[src/heading_error_haptic_cue_core_defines.svh]
// Assertion macros shared by the heading error cue block.
`ifndef HEADING_ERROR_HAPTIC_CUE_CORE_DEFINES_SVH
`define HEADING_ERROR_HAPTIC_CUE_CORE_DEFINES_SVH
`ifndef SYNTHESIS
// Checked only while reset is released.
`define HECC_ASSERT(lbl, prop) \
    lbl: assert property (@(posedge clk) disable iff (!rst_n) prop) \
        else $error("heading error cue assertion failed");
// Checked at every edge, reset included.
`define HECC_ASSERT_ALWAYS(lbl, prop) \
    lbl: assert property (@(posedge clk) prop) \
        else $error("heading error cue assertion failed");
`else
`define HECC_ASSERT(lbl, prop)
`define HECC_ASSERT_ALWAYS(lbl, prop)
`endif
`endif

[src/hecc_pkg.sv]
// Types, constants and tables of the heading error cue block.
package hecc_pkg;

    localparam int CORDIC_STEPS = 16;
    localparam int ANG_PI       = 205887;
    localparam int ANG_TWO_PI   = 411775;
    localparam int ANG_HALF_PI  = 102944;

    localparam int CW      = 34;  // CORDIC input vector width
    localparam int XW      = 37;  // CORDIC working width
    localparam int ZW      = 21;  // angle accumulator width
    localparam int DW      = 22;  // angle difference width
    localparam int STEP_W  = 5;
    localparam int QW      = 9;   // width of the scaled magnitude before the clamp
    localparam int CFG_IDX_W = 8;
    localparam int CFG_DAT_W = 16;

    // Half pi is 32 * 3217. After the low five bits are dropped, the division
    // by 3217 is a multiply by ceil(2^33 / 3217) and a shift by 33, which is
    // exact for every dividend below 2^21.
    localparam logic [21:0] DIV_RECIP = 22'd2670170;
    localparam int          DIV_SHIFT = 33;

    localparam logic [CFG_IDX_W-1:0] REG_LEFT_IDX     = 8'd0;
    localparam logic [CFG_IDX_W-1:0] REG_RIGHT_IDX    = 8'd1;
    localparam logic [CFG_IDX_W-1:0] REG_LEFT_PRES    = 8'd2;
    localparam logic [CFG_IDX_W-1:0] REG_RIGHT_PRES   = 8'd3;
    localparam logic [CFG_IDX_W-1:0] REG_REPEAT_MS    = 8'd4;
    localparam logic [CFG_IDX_W-1:0] REG_THRESHOLD    = 8'd5;

    localparam logic [1:0] CUE_NONE  = 2'd0;
    localparam logic [1:0] CUE_LEFT  = 2'd1;
    localparam logic [1:0] CUE_RIGHT = 2'd2;

    typedef struct packed {
        logic               have_target;
        logic signed [31:0] target_x;
        logic signed [31:0] target_y;
        logic signed [31:0] robot_x;
        logic signed [31:0] robot_y;
        logic signed [15:0] quat_w;
        logic signed [15:0] quat_x;
        logic signed [15:0] quat_y;
        logic signed [15:0] quat_z;
        logic        [31:0] now_ms;
    } in_t;

    typedef struct packed {
        logic signed [8:0] haptic_level;
        logic        [7:0] sound_index;
        logic              cue_fired;
    } out_t;

    typedef enum logic [3:0] {
        ST_IDLE,
        ST_MUL,
        ST_CINIT,
        ST_CITER,
        ST_DELTA,
        ST_WRAP,
        ST_DINIT,
        ST_DIV,
        ST_DONE
    } ctrl_state_t;

    typedef struct packed {
        logic              load;
        logic              mul_en;
        logic [1:0]        mul_sel;
        logic              cord_init;
        logic              cord_sel;
        logic              cord_step;
        logic [STEP_W-1:0] cord_idx;
        logic              delta_en;
        logic              wrap_en;
        logic              div_init;
        logic              div_step;
        logic              finish;
    } cmd_t;

    typedef struct packed {
        logic wrap_ok;
        logic out_free;
    } sts_t;

    // atan(2^-i) in Q16, rounded to nearest.
    function automatic logic [16:0] atan_q16(input logic [STEP_W-1:0] idx);
        logic [16:0] v;
        case (idx)
            5'd0:  v = 17'd51472;
            5'd1:  v = 17'd30386;
            5'd2:  v = 17'd16055;
            5'd3:  v = 17'd8150;
            5'd4:  v = 17'd4091;
            5'd5:  v = 17'd2047;
            5'd6:  v = 17'd1024;
            5'd7:  v = 17'd512;
            5'd8:  v = 17'd256;
            5'd9:  v = 17'd128;
            5'd10: v = 17'd64;
            5'd11: v = 17'd32;
            5'd12: v = 17'd16;
            5'd13: v = 17'd8;
            5'd14: v = 17'd4;
            5'd15: v = 17'd2;
            5'd16: v = 17'd1;
            default: v = 17'd0;
        endcase
        return v;
    endfunction

endpackage

[src/hecc_ctrl.sv]
// Sequencer of the heading error cue block.
`include "heading_error_haptic_cue_core_defines.svh"
module hecc_ctrl (
    input  logic          clk,
    input  logic          rst_n,
    input  logic          in_valid,
    output logic          in_ready,
    input  hecc_pkg::sts_t sts,
    output hecc_pkg::cmd_t cmd
);
    import hecc_pkg::*;

    ctrl_state_t       state_reg, state_next;
    logic [STEP_W-1:0] cnt_reg, cnt_next;
    logic              sel_reg, sel_next;

    always_ff @(posedge clk or negedge rst_n)
    begin
        if (!rst_n)
        begin
            state_reg <= ST_IDLE;
            cnt_reg   <= '0;
            sel_reg   <= 1'b0;
        end
        else
        begin
            state_reg <= state_next;
            cnt_reg   <= cnt_next;
            sel_reg   <= sel_next;
        end
    end

    always_comb
    begin
        state_next = state_reg;
        cnt_next   = cnt_reg;
        sel_next   = sel_reg;
        case (state_reg)
            ST_IDLE:
            begin
                if (in_valid)
                begin
                    state_next = ST_MUL;
                    cnt_next   = '0;
                end
            end
            ST_MUL:
            begin
                cnt_next = cnt_reg + 1'b1;
                if (cnt_reg == STEP_W'(3))
                begin
                    state_next = ST_CINIT;
                    sel_next   = 1'b0;
                end
            end
            ST_CINIT:
            begin
                state_next = ST_CITER;
                cnt_next   = '0;
            end
            ST_CITER:
            begin
                cnt_next = cnt_reg + 1'b1;
                if (cnt_reg == STEP_W'(CORDIC_STEPS - 1))
                begin
                    if (sel_reg)
                    begin
                        state_next = ST_DELTA;
                    end
                    else
                    begin
                        state_next = ST_CINIT;
                        sel_next   = 1'b1;
                    end
                end
            end
            ST_DELTA: state_next = ST_WRAP;
            ST_WRAP:
            begin
                if (sts.wrap_ok)
                begin
                    state_next = ST_DINIT;
                end
            end
            ST_DINIT: state_next = ST_DIV;
            ST_DIV:   state_next = ST_DONE;
            ST_DONE:
            begin
                if (sts.out_free)
                begin
                    state_next = ST_IDLE;
                end
            end
            default: state_next = ST_IDLE;
        endcase
    end

    always_comb
    begin
        cmd       = '0;
        in_ready  = 1'b0;
        cmd.mul_sel  = cnt_reg[1:0];
        cmd.cord_idx = cnt_reg;
        cmd.cord_sel = sel_reg;
        case (state_reg)
            ST_IDLE:
            begin
                in_ready = 1'b1;
                cmd.load = in_valid;
            end
            ST_MUL:   cmd.mul_en    = 1'b1;
            ST_CINIT: cmd.cord_init = 1'b1;
            ST_CITER: cmd.cord_step = 1'b1;
            ST_DELTA: cmd.delta_en  = 1'b1;
            ST_WRAP:  cmd.wrap_en   = 1'b1;
            ST_DINIT: cmd.div_init  = 1'b1;
            ST_DIV:   cmd.div_step  = 1'b1;
            ST_DONE:  cmd.finish    = sts.out_free;
            default:  cmd.load      = 1'b0;
        endcase
    end

    `HECC_ASSERT(a_busy_after_req, in_valid && in_ready |=> !in_ready)
    `HECC_ASSERT(a_finish_free, cmd.finish |-> sts.out_free)
    `HECC_ASSERT(a_div_wrapped, cmd.div_step |-> sts.wrap_ok)
    `HECC_ASSERT(a_ready_idle, in_ready |-> state_reg == ST_IDLE)

endmodule

[src/hecc_dp.sv]
// Datapath: products, shared CORDIC, angle wrap, scaling multiply and cue logic.
module hecc_dp (
    input  logic                             clk,
    input  logic                             rst_n,
    input  hecc_pkg::cmd_t                   cmd,
    output hecc_pkg::sts_t                   sts,
    input  hecc_pkg::in_t                    in_data,
    output logic                             out_valid,
    input  logic                             out_ready,
    output hecc_pkg::out_t                   out_data,
    input  logic                             cfg_valid,
    input  logic [hecc_pkg::CFG_IDX_W-1:0]   cfg_index,
    input  logic [hecc_pkg::CFG_DAT_W-1:0]   cfg_data
);
    import hecc_pkg::*;

    localparam logic signed [ZW-1:0] Z_PI   = ZW'(ANG_PI);
    localparam logic signed [DW-1:0] D_PI   = DW'(ANG_PI);
    localparam logic signed [DW-1:0] D_2PI  = DW'(ANG_TWO_PI);
    localparam logic signed [CW-1:0] C_ONE  = CW'(1 << 28);

    // Configuration registers.
    logic [7:0]  left_idx_reg, right_idx_reg;
    logic        left_pres_reg, right_pres_reg;
    logic [15:0] repeat_reg;
    logic [14:0] thr_reg;

    always_ff @(posedge clk or negedge rst_n)
    begin
        if (!rst_n)
        begin
            left_idx_reg   <= '0;
            right_idx_reg  <= '0;
            left_pres_reg  <= 1'b0;
            right_pres_reg <= 1'b0;
            repeat_reg     <= 16'd5000;
            thr_reg        <= 15'd6434;
        end
        else if (cfg_valid)
        begin
            case (cfg_index)
                REG_LEFT_IDX:   left_idx_reg   <= cfg_data[7:0];
                REG_RIGHT_IDX:  right_idx_reg  <= cfg_data[7:0];
                REG_LEFT_PRES:  left_pres_reg  <= cfg_data[0];
                REG_RIGHT_PRES: right_pres_reg <= cfg_data[0];
                REG_REPEAT_MS:  repeat_reg     <= cfg_data;
                REG_THRESHOLD:  thr_reg        <= cfg_data[14:0];
                default:        repeat_reg     <= repeat_reg;
            endcase
        end
    end

    // Captured request.
    in_t in_reg;
    always_ff @(posedge clk)
    begin
        if (cmd.load)
        begin
            in_reg <= in_data;
        end
    end

    // Quaternion products, one multiplier shared over the four products.
    logic signed [15:0] ma, mb;
    logic signed [31:0] prod;
    logic signed [32:0] acc_reg, sum33;
    logic signed [CW-1:0] s_reg, c_reg;

    always_comb
    begin
        case (cmd.mul_sel)
            2'd0:    begin ma = in_reg.quat_w; mb = in_reg.quat_z; end
            2'd1:    begin ma = in_reg.quat_x; mb = in_reg.quat_y; end
            2'd2:    begin ma = in_reg.quat_y; mb = in_reg.quat_y; end
            default: begin ma = in_reg.quat_z; mb = in_reg.quat_z; end
        endcase
        prod  = ma * mb;
        sum33 = acc_reg + 33'(prod);
    end

    always_ff @(posedge clk)
    begin
        if (cmd.mul_en)
        begin
            if (!cmd.mul_sel[0])
            begin
                acc_reg <= 33'(prod);
            end
            else if (!cmd.mul_sel[1])
            begin
                s_reg <= {sum33, 1'b0};
            end
            else
            begin
                c_reg <= C_ONE - {sum33, 1'b0};
            end
        end
    end

    // Shared vectoring CORDIC.
    logic signed [CW-1:0] dx, dy, xi, yi;
    logic signed [XW-1:0] x_reg, y_reg, xs, ys;
    logic signed [ZW-1:0] z_reg, bearing_reg, atan_z;
    logic                 hold_reg;
    logic                 y_pos;

    assign dx = CW'(in_reg.target_x) - CW'(in_reg.robot_x);
    assign dy = CW'(in_reg.target_y) - CW'(in_reg.robot_y);
    assign xi = cmd.cord_sel ? c_reg : dx;
    assign yi = cmd.cord_sel ? s_reg : dy;
    assign xs = x_reg >>> cmd.cord_idx;
    assign ys = y_reg >>> cmd.cord_idx;
    assign y_pos = !y_reg[XW-1] && (y_reg != '0);
    assign atan_z = $signed({4'b0, atan_q16(cmd.cord_idx)});

    always_ff @(posedge clk)
    begin
        if (cmd.cord_init)
        begin
            if (cmd.cord_sel)
            begin
                bearing_reg <= z_reg;
            end
            hold_reg <= (yi == '0);
            if (yi == '0)
            begin
                z_reg <= xi[CW-1] ? Z_PI : '0;
            end
            else if (xi[CW-1])
            begin
                z_reg <= yi[CW-1] ? -Z_PI : Z_PI;
                x_reg <= -XW'(xi);
                y_reg <= -XW'(yi);
            end
            else
            begin
                z_reg <= '0;
                x_reg <= XW'(xi);
                y_reg <= XW'(yi);
            end
        end
        else if (cmd.cord_step && !hold_reg)
        begin
            if (y_pos)
            begin
                x_reg <= x_reg + ys;
                y_reg <= y_reg - xs;
                z_reg <= z_reg + atan_z;
            end
            else
            begin
                x_reg <= x_reg - ys;
                y_reg <= y_reg + xs;
                z_reg <= z_reg - atan_z;
            end
        end
    end

    // Heading difference and wrap into plus or minus pi.
    logic signed [DW-1:0] delta_reg;
    logic                 above, below;

    assign above = delta_reg > D_PI;
    assign below = delta_reg < -D_PI;
    assign sts.wrap_ok = !above && !below;

    always_ff @(posedge clk)
    begin
        if (cmd.delta_en)
        begin
            delta_reg <= DW'(bearing_reg) - DW'(z_reg);
        end
        else if (cmd.wrap_en)
        begin
            if (above)
            begin
                delta_reg <= delta_reg - D_2PI;
            end
            else if (below)
            begin
                delta_reg <= delta_reg + D_2PI;
            end
        end
    end

    // Scaling of |delta| * 255 by half pi in two steps: the first drops the
    // low five bits of the product, the second divides by 3217 through a
    // reciprocal multiply.
    logic [17:0]          mag;
    logic [25:0]          mag255;
    logic [20:0]          n_reg;
    logic [42:0]          recip_prod;
    logic [QW-1:0]        q_reg;
    logic                 neg_reg;

    assign mag        = delta_reg[DW-1] ? 18'(-delta_reg) : 18'(delta_reg);
    assign mag255     = (26'(mag) << 8) - 26'(mag);
    assign recip_prod = n_reg * DIV_RECIP;

    always_ff @(posedge clk)
    begin
        if (cmd.div_init)
        begin
            n_reg   <= mag255[25:5];
            neg_reg <= delta_reg[DW-1];
        end
        else if (cmd.div_step)
        begin
            q_reg <= recip_prod[DIV_SHIFT +: QW];
        end
    end

    // Cue decision and repeat suppression.
    logic [7:0]           hmag;
    logic signed [8:0]    h;
    logic signed [DW-1:0] thr;
    logic [1:0]           cue;
    logic [7:0]           idx;
    logic                 pres, fire;
    logic [1:0]           last_cue_reg;
    logic [31:0]          last_time_reg, elapsed;
    logic                 out_valid_reg;
    out_t                 out_reg;

    always_comb
    begin
        hmag = (q_reg > QW'(255)) ? 8'd255 : q_reg[7:0];
        h    = neg_reg ? -$signed({1'b0, hmag}) : $signed({1'b0, hmag});
        thr  = $signed(DW'({thr_reg, 3'b000}));
        if (delta_reg > thr)
        begin
            cue = CUE_LEFT;
        end
        else if (delta_reg < -thr)
        begin
            cue = CUE_RIGHT;
        end
        else
        begin
            cue = CUE_NONE;
        end
        idx     = (cue == CUE_LEFT) ? left_idx_reg : right_idx_reg;
        pres    = (cue == CUE_LEFT) ? left_pres_reg : right_pres_reg;
        elapsed = in_reg.now_ms - last_time_reg;
        fire    = in_reg.have_target && (cue != CUE_NONE) && pres &&
                  ((cue != last_cue_reg) || (elapsed > {16'd0, repeat_reg}));
    end

    always_ff @(posedge clk or negedge rst_n)
    begin
        if (!rst_n)
        begin
            last_cue_reg  <= CUE_NONE;
            last_time_reg <= '0;
            out_valid_reg <= 1'b0;
        end
        else
        begin
            if (cmd.finish)
            begin
                out_valid_reg <= 1'b1;
                if (fire)
                begin
                    last_cue_reg  <= cue;
                    last_time_reg <= in_reg.now_ms;
                end
            end
            else if (out_ready)
            begin
                out_valid_reg <= 1'b0;
            end
        end
    end

    always_ff @(posedge clk)
    begin
        if (cmd.finish)
        begin
            out_reg.haptic_level <= in_reg.have_target ? h : '0;
            out_reg.sound_index  <= fire ? idx : 8'd0;
            out_reg.cue_fired    <= fire;
        end
    end

    assign sts.out_free = !out_valid_reg || out_ready;
    assign out_valid    = out_valid_reg;
    assign out_data     = out_reg;

endmodule

[src/heading_error_haptic_cue_core.sv]
// Top level of the heading error haptic cue block.
// Usage: a request on the input channel carries a target point, the robot
// pose as position and orientation quaternion, and a millisecond timestamp.
// The block answers every request with exactly one result on the output
// channel: a signed haptic level, a cue sound index and a fired flag.
// Both channels use valid and ready; configuration registers are written
// through a separate valid and ready channel that is always ready, and they
// should be written only while no request is in flight.
// A request passes through the four quaternion products on one shared
// multiplier, two passes of the shared CORDIC unit, the heading difference,
// its wrap into plus or minus pi, the scaling by a reciprocal multiply and
// the load of the output register. One request is processed at a time, and
// the sequencer passes through its idle state before it takes the next.
// The result sits in an output register, and the next request is taken
// while it waits. When the receiver stalls, a finished result holds in the
// sequencer until the output register frees up, and no request is taken.
// Reset clears the cue history and loads the register defaults (repeat
// interval 5000 ms, threshold 6434); no clearing pass is needed.
module heading_error_haptic_cue_core (
    input  logic                           clk,
    input  logic                           rst_n,
    input  logic                           in_valid,
    output logic                           in_ready,
    input  hecc_pkg::in_t                  in_data,
    output logic                           out_valid,
    input  logic                           out_ready,
    output hecc_pkg::out_t                 out_data,
    input  logic                           cfg_valid,
    output logic                           cfg_ready,
    input  logic [hecc_pkg::CFG_IDX_W-1:0] cfg_index,
    input  logic [hecc_pkg::CFG_DAT_W-1:0] cfg_data
);
    import hecc_pkg::*;

    cmd_t cmd;
    sts_t sts;

    // Register writes are accepted directly, so the port never stalls.
    assign cfg_ready = 1'b1;

    hecc_ctrl u_ctrl (
        .clk      (clk),
        .rst_n    (rst_n),
        .in_valid (in_valid),
        .in_ready (in_ready),
        .sts      (sts),
        .cmd      (cmd)
    );

    hecc_dp u_dp (
        .clk       (clk),
        .rst_n     (rst_n),
        .cmd       (cmd),
        .sts       (sts),
        .in_data   (in_data),
        .out_valid (out_valid),
        .out_ready (out_ready),
        .out_data  (out_data),
        .cfg_valid (cfg_valid),
        .cfg_index (cfg_index),
        .cfg_data  (cfg_data)
    );

endmodule
[config.mk]
export PLATFORM = sky130hd
export DESIGN_NAME = heading_error_haptic_cue_core
export DESIGN_NICKNAME = d
export VERILOG_FILES = /design/src/hecc_pkg.sv /design/src/hecc_ctrl.sv /design/src/hecc_dp.sv /design/src/heading_error_haptic_cue_core.sv
export VERILOG_INCLUDE_DIRS = /design/src /design/src/src
export SDC_FILE = /design/constraint.sdc
export NUM_CORES = 2
export LEC_CHECK = 0
export BUFFER_PORTS_ARGS = -buffer_cell sky130_fd_sc_hd__buf_2
export CORE_MARGIN = 4
export CORE_UTILIZATION = 45
export CTS_CLUSTER_SIZE = 8
export DETAILED_ROUTE_END_ITERATION = 10
export SKIP_CTS_REPAIR_TIMING = 1
export SLEW_MARGIN = 20
export SYNTH_ARGS = -nofsm -noshare
export SYNTH_HDL_FRONTEND = slang
export SYNTH_SLANG_ARGS = --single-unit
export TNS_END_PERCENT = 10
[constraint.sdc]
create_clock -name clk -period 14.06 [get_ports clk]
set_input_delay 2.812 -clock clk [delete_from_list [all_inputs] [get_ports clk]]
set_output_delay 2.812 -clock clk [all_outputs]
set_load 0.02 [all_outputs]
==> summary.md <==
| Metric | Value |
|---|---|
| Status | `finished, final reports clean` |
| Total CTS buffers | `89` |
| Clock Skew | `0.04404 ns` |
| Cell row count | `137` |
| Ports | `275` |
| HP Class | `flop to flop` |
| Max FFs per register | `225` |
| Post-synth top area cell | `edfxtp_1` |
| Total die area | `0.1474 sq mm` |
| I/O Buffers | `273` |
| Clock slew at reported path FFs | `0.05 ns` |
| Ys flop type | `edfxtp_1` |
| Placed Cells | `8,558` |
| Top cell type's share of synthesized area | `0.2412` |
| Max Clock Freq | `84.29 MHz` |
| Syn avg cell area | `9.710 sq um` |
| Setup crit end kind | `flop` |
| Initial antenna violation count | `4` |
| Avg WL per Cell | `20.57 microns` |
| Pin count of the biggest net entering global routing | `80` |
| Drt total wl | `178.9 mm` |
| First-pass GRT wire length | `279.9 mm` |
| Worst-Margin Slew | `1.123 ns` |
| CP max stage delay | `0.81 ns` |
| First-pass iteration count of the detailed router | `6` |
| Crit path max-delay cell type | `dfrtp_4` |
| Mapped Cells | `6,551` |
| Req. time, crit path | `14.48 ns` |
| Via/cell ratio | `5.719` |
| Post-synth EDFFs | `511` |
| Startpoint Class | `flop` |
| FFs w/ async S/R, synth | `0.1554` |
| Pins Over Slew Limit | `0` |
| WP data arrival | `12.28 ns` |
| Area Growth Syn to Fin | `9.270%` |
| Final Hold Fails | `0` |
| Die height | `384.0 microns` |
| Clock Tree Root | `clkbuf_16` |
| H-Tree Depth | `3` |
| RSZ-0062 raised after global routing | `false` |
| Register area share after synthesis | `0.2784` |
| Final Non-Filler Cells | `8,698` |
| Die width | `384.0 microns` |
| DR DRC count | `0` |
| Nets | `8,057` |
| Core box area | `0.1400 sq mm` |
| Main area contributors after synthesis | `edfxtp_1 (24%), fa_1 (14%), ha_1 (12%)` |
| Clk_lat worst skew | `0.70 ns` |
| Number of distinct library cells after synthesis | `109` |
| Tot GR Track Use | `0.2399` |
| Final setup fails | `0` |
| Minimum clock period | `11.86 ns` |
| Fraction of layout cells with a size suffix above 1 | `0.1101` |
| CTS tree | `built` |
| Crit share post-route | `0.8438` |
| GP Congestion | `0.9348` |
| Clock buffer depth | `3` |
| Setup CP Type | `flop to flop` |
| Critical path peak fanout | `50` |
| DRC marker count from the first detailed-route iteration | `3,836` |
| Dpl hpwl | `142.2 mm` |
| CTS Sinks | `605` |
| Ys Warns | `0` |
| Setup TNS | `0 ns` |
| Via count | `49,740` |
| Syn_nets | `7,835` |
| Vias in the first global route | `49,110` |
| Max Cap Viol | `0` |
| Max-slew headroom | `0.2302` |
| Synthesized cell area | `0.06361 sq mm` |
| Gr ovfl total | `0` |
| Initial Utilization | `0.4542` |
| Antenna Violating Nets Remaining | `0` |
| Seq cells post-synth | `605` |
[layer usage]
metal  routed length [microns]  vias to the layer above  part of all wire  GRT usage
met2                     84110                     1553              0.47     0.3948
met3                     10650                      251             0.060    0.03047
met1                     78840                    24440              0.44     0.3329
met5                         0                        -                 0          0
met4                      5319                        0             0.030    0.06799
li1                          -                    23500                 -          -
[cell families (layout without fill, tap and decap cells)]
family                     Yosys count  after routing  share of synthesized area
muxes                              340            340                    0.07441
and+or+nand+nor                   1703           1703                     0.1248
other                                1              3                 0.00005895
DFF                                605            605                     0.2784
xor gates and xnor gates           440            440                    0.06058
AOI/OAI and AO/OA                 1399           1399                     0.1433
buffers and inverters             1033           1302                    0.06383
adders and majority gates         1030           1030                     0.2546
[worst max-delay path, delay by kind of cell, from the launching register on]
family                     cells  cell delay, ns
AOI/OAI and AO/OA              8            1.71
xor gates and xnor gates       3            0.50
adders and majority gates      9            4.57
buffers and inverters          6            0.98
DFF                            1            0.81
muxes                          1            0.73
and+or+nand+nor               11            2.28
[per-stage QoR]
step / cell area (sq um) / setup slack [ns] / utilization / hold WS, ns
finish: 69510 / 2.197 / 0.4963 / 0.5002
global route: 69510 / 1.591 / 0.4963 / 0.5070
CTS: 69490 / 2.216 / 0.4962 / 0.5019
detailed placement: 66900 / 2.223 / 0.4777 / 0.4875
global placement: 66890 / 2.425 / 0.4776 / 0.4773
floorplan: 63610 / 3.294 / - / 0.4570
[final timing paths]
path | startpoint | endpoint | slack, ns | cells past startpoint
max in group asynchronous | rst_n | u_ctrl.cnt_reg[1] | 10.70 | 2
max reg2reg | u_ctrl.cnt_reg[1] | u_dp.c_reg[32] | 2.20 | 38
min reg2reg | u_dp.last_time_reg[5] | u_dp.last_time_reg[5] | 0.50 | 1
max | u_ctrl.cnt_reg[1] | u_dp.c_reg[32] | 2.20 | 38
min | u_dp.last_time_reg[5] | u_dp.last_time_reg[5] | 0.50 | 1
min in group asynchronous | rst_n | u_dp.last_time_reg[25] | 2.10 | 1
[placed cells by master (no fill, tap or decap), types with 16 or more instances in the layout]
cell	synthesis	layout
or2_2	26	26
xnor2_1	283	283
buf_2	24	272
inv_1	831	829
mux2i_1	126	121
a21o_1	158	158
clkbuf_16	0	89
and3_1	53	53
mux4_2	93	93
nor2b_1	52	52
o21bai_1	27	27
a22oi_1	19	19
a21oi_1	341	340
xor2_1	157	157
or3_1	42	41
o21ai_0	330	330
ha_1	589	589
clkbuf_1	127	35
a211oi_1	34	34
a211o_1	18	18
o31ai_1	52	52
o21a_1	69	68
fa_1	441	441
o22ai_1	17	17
nor2_1	501	496
nand3_1	115	115
a31oi_1	72	72
mux2_2	120	120
dfrtp_1	84	78
and2_1	43	42
nand2b_1	66	66
nor3_1	110	108
edfxtp_1	511	511
buf_4	12	58
o2111ai_1	16	16
nand4_1	36	36
nor4_1	37	37
o211ai_1	38	38
a31o_2	16	16
nand2_1	549	549
[layout make-up]
class	instances	area, sq um
multi-input combinational	4913	41920
antenna	2	5.005
sequential	605	17720
clock inverter	14	224.0
clock buffer	124	2359
tap	1876	2347
timing repair buffer	330	1797
fill	13160	70540
inverter	834	3131
[synthesized netlist by cell type, types with 38 or more instances]
library cell and count:
nor3_1 110, o21ai_0 330, fa_1 441, o31ai_1 52, a31oi_1 72, o21a_1 69
mux4_2 93, nand2_1 549, xor2_1 157, mux2i_1 126, a21o_1 158, inv_1 831
a21oi_1 341, or3_1 42, nand3_1 115, mux2_2 120, o211ai_1 38, ha_1 589
dfrtp_1 84, nor2b_1 52, nand2b_1 66, nor2_1 501, and2_1 43, and3_1 53
edfxtp_1 511, clkbuf_1 127, xnor2_1 283
Power is not shown: default switching activity piles up to over one toggle a cycle in this logic, so the estimate is an artifact.
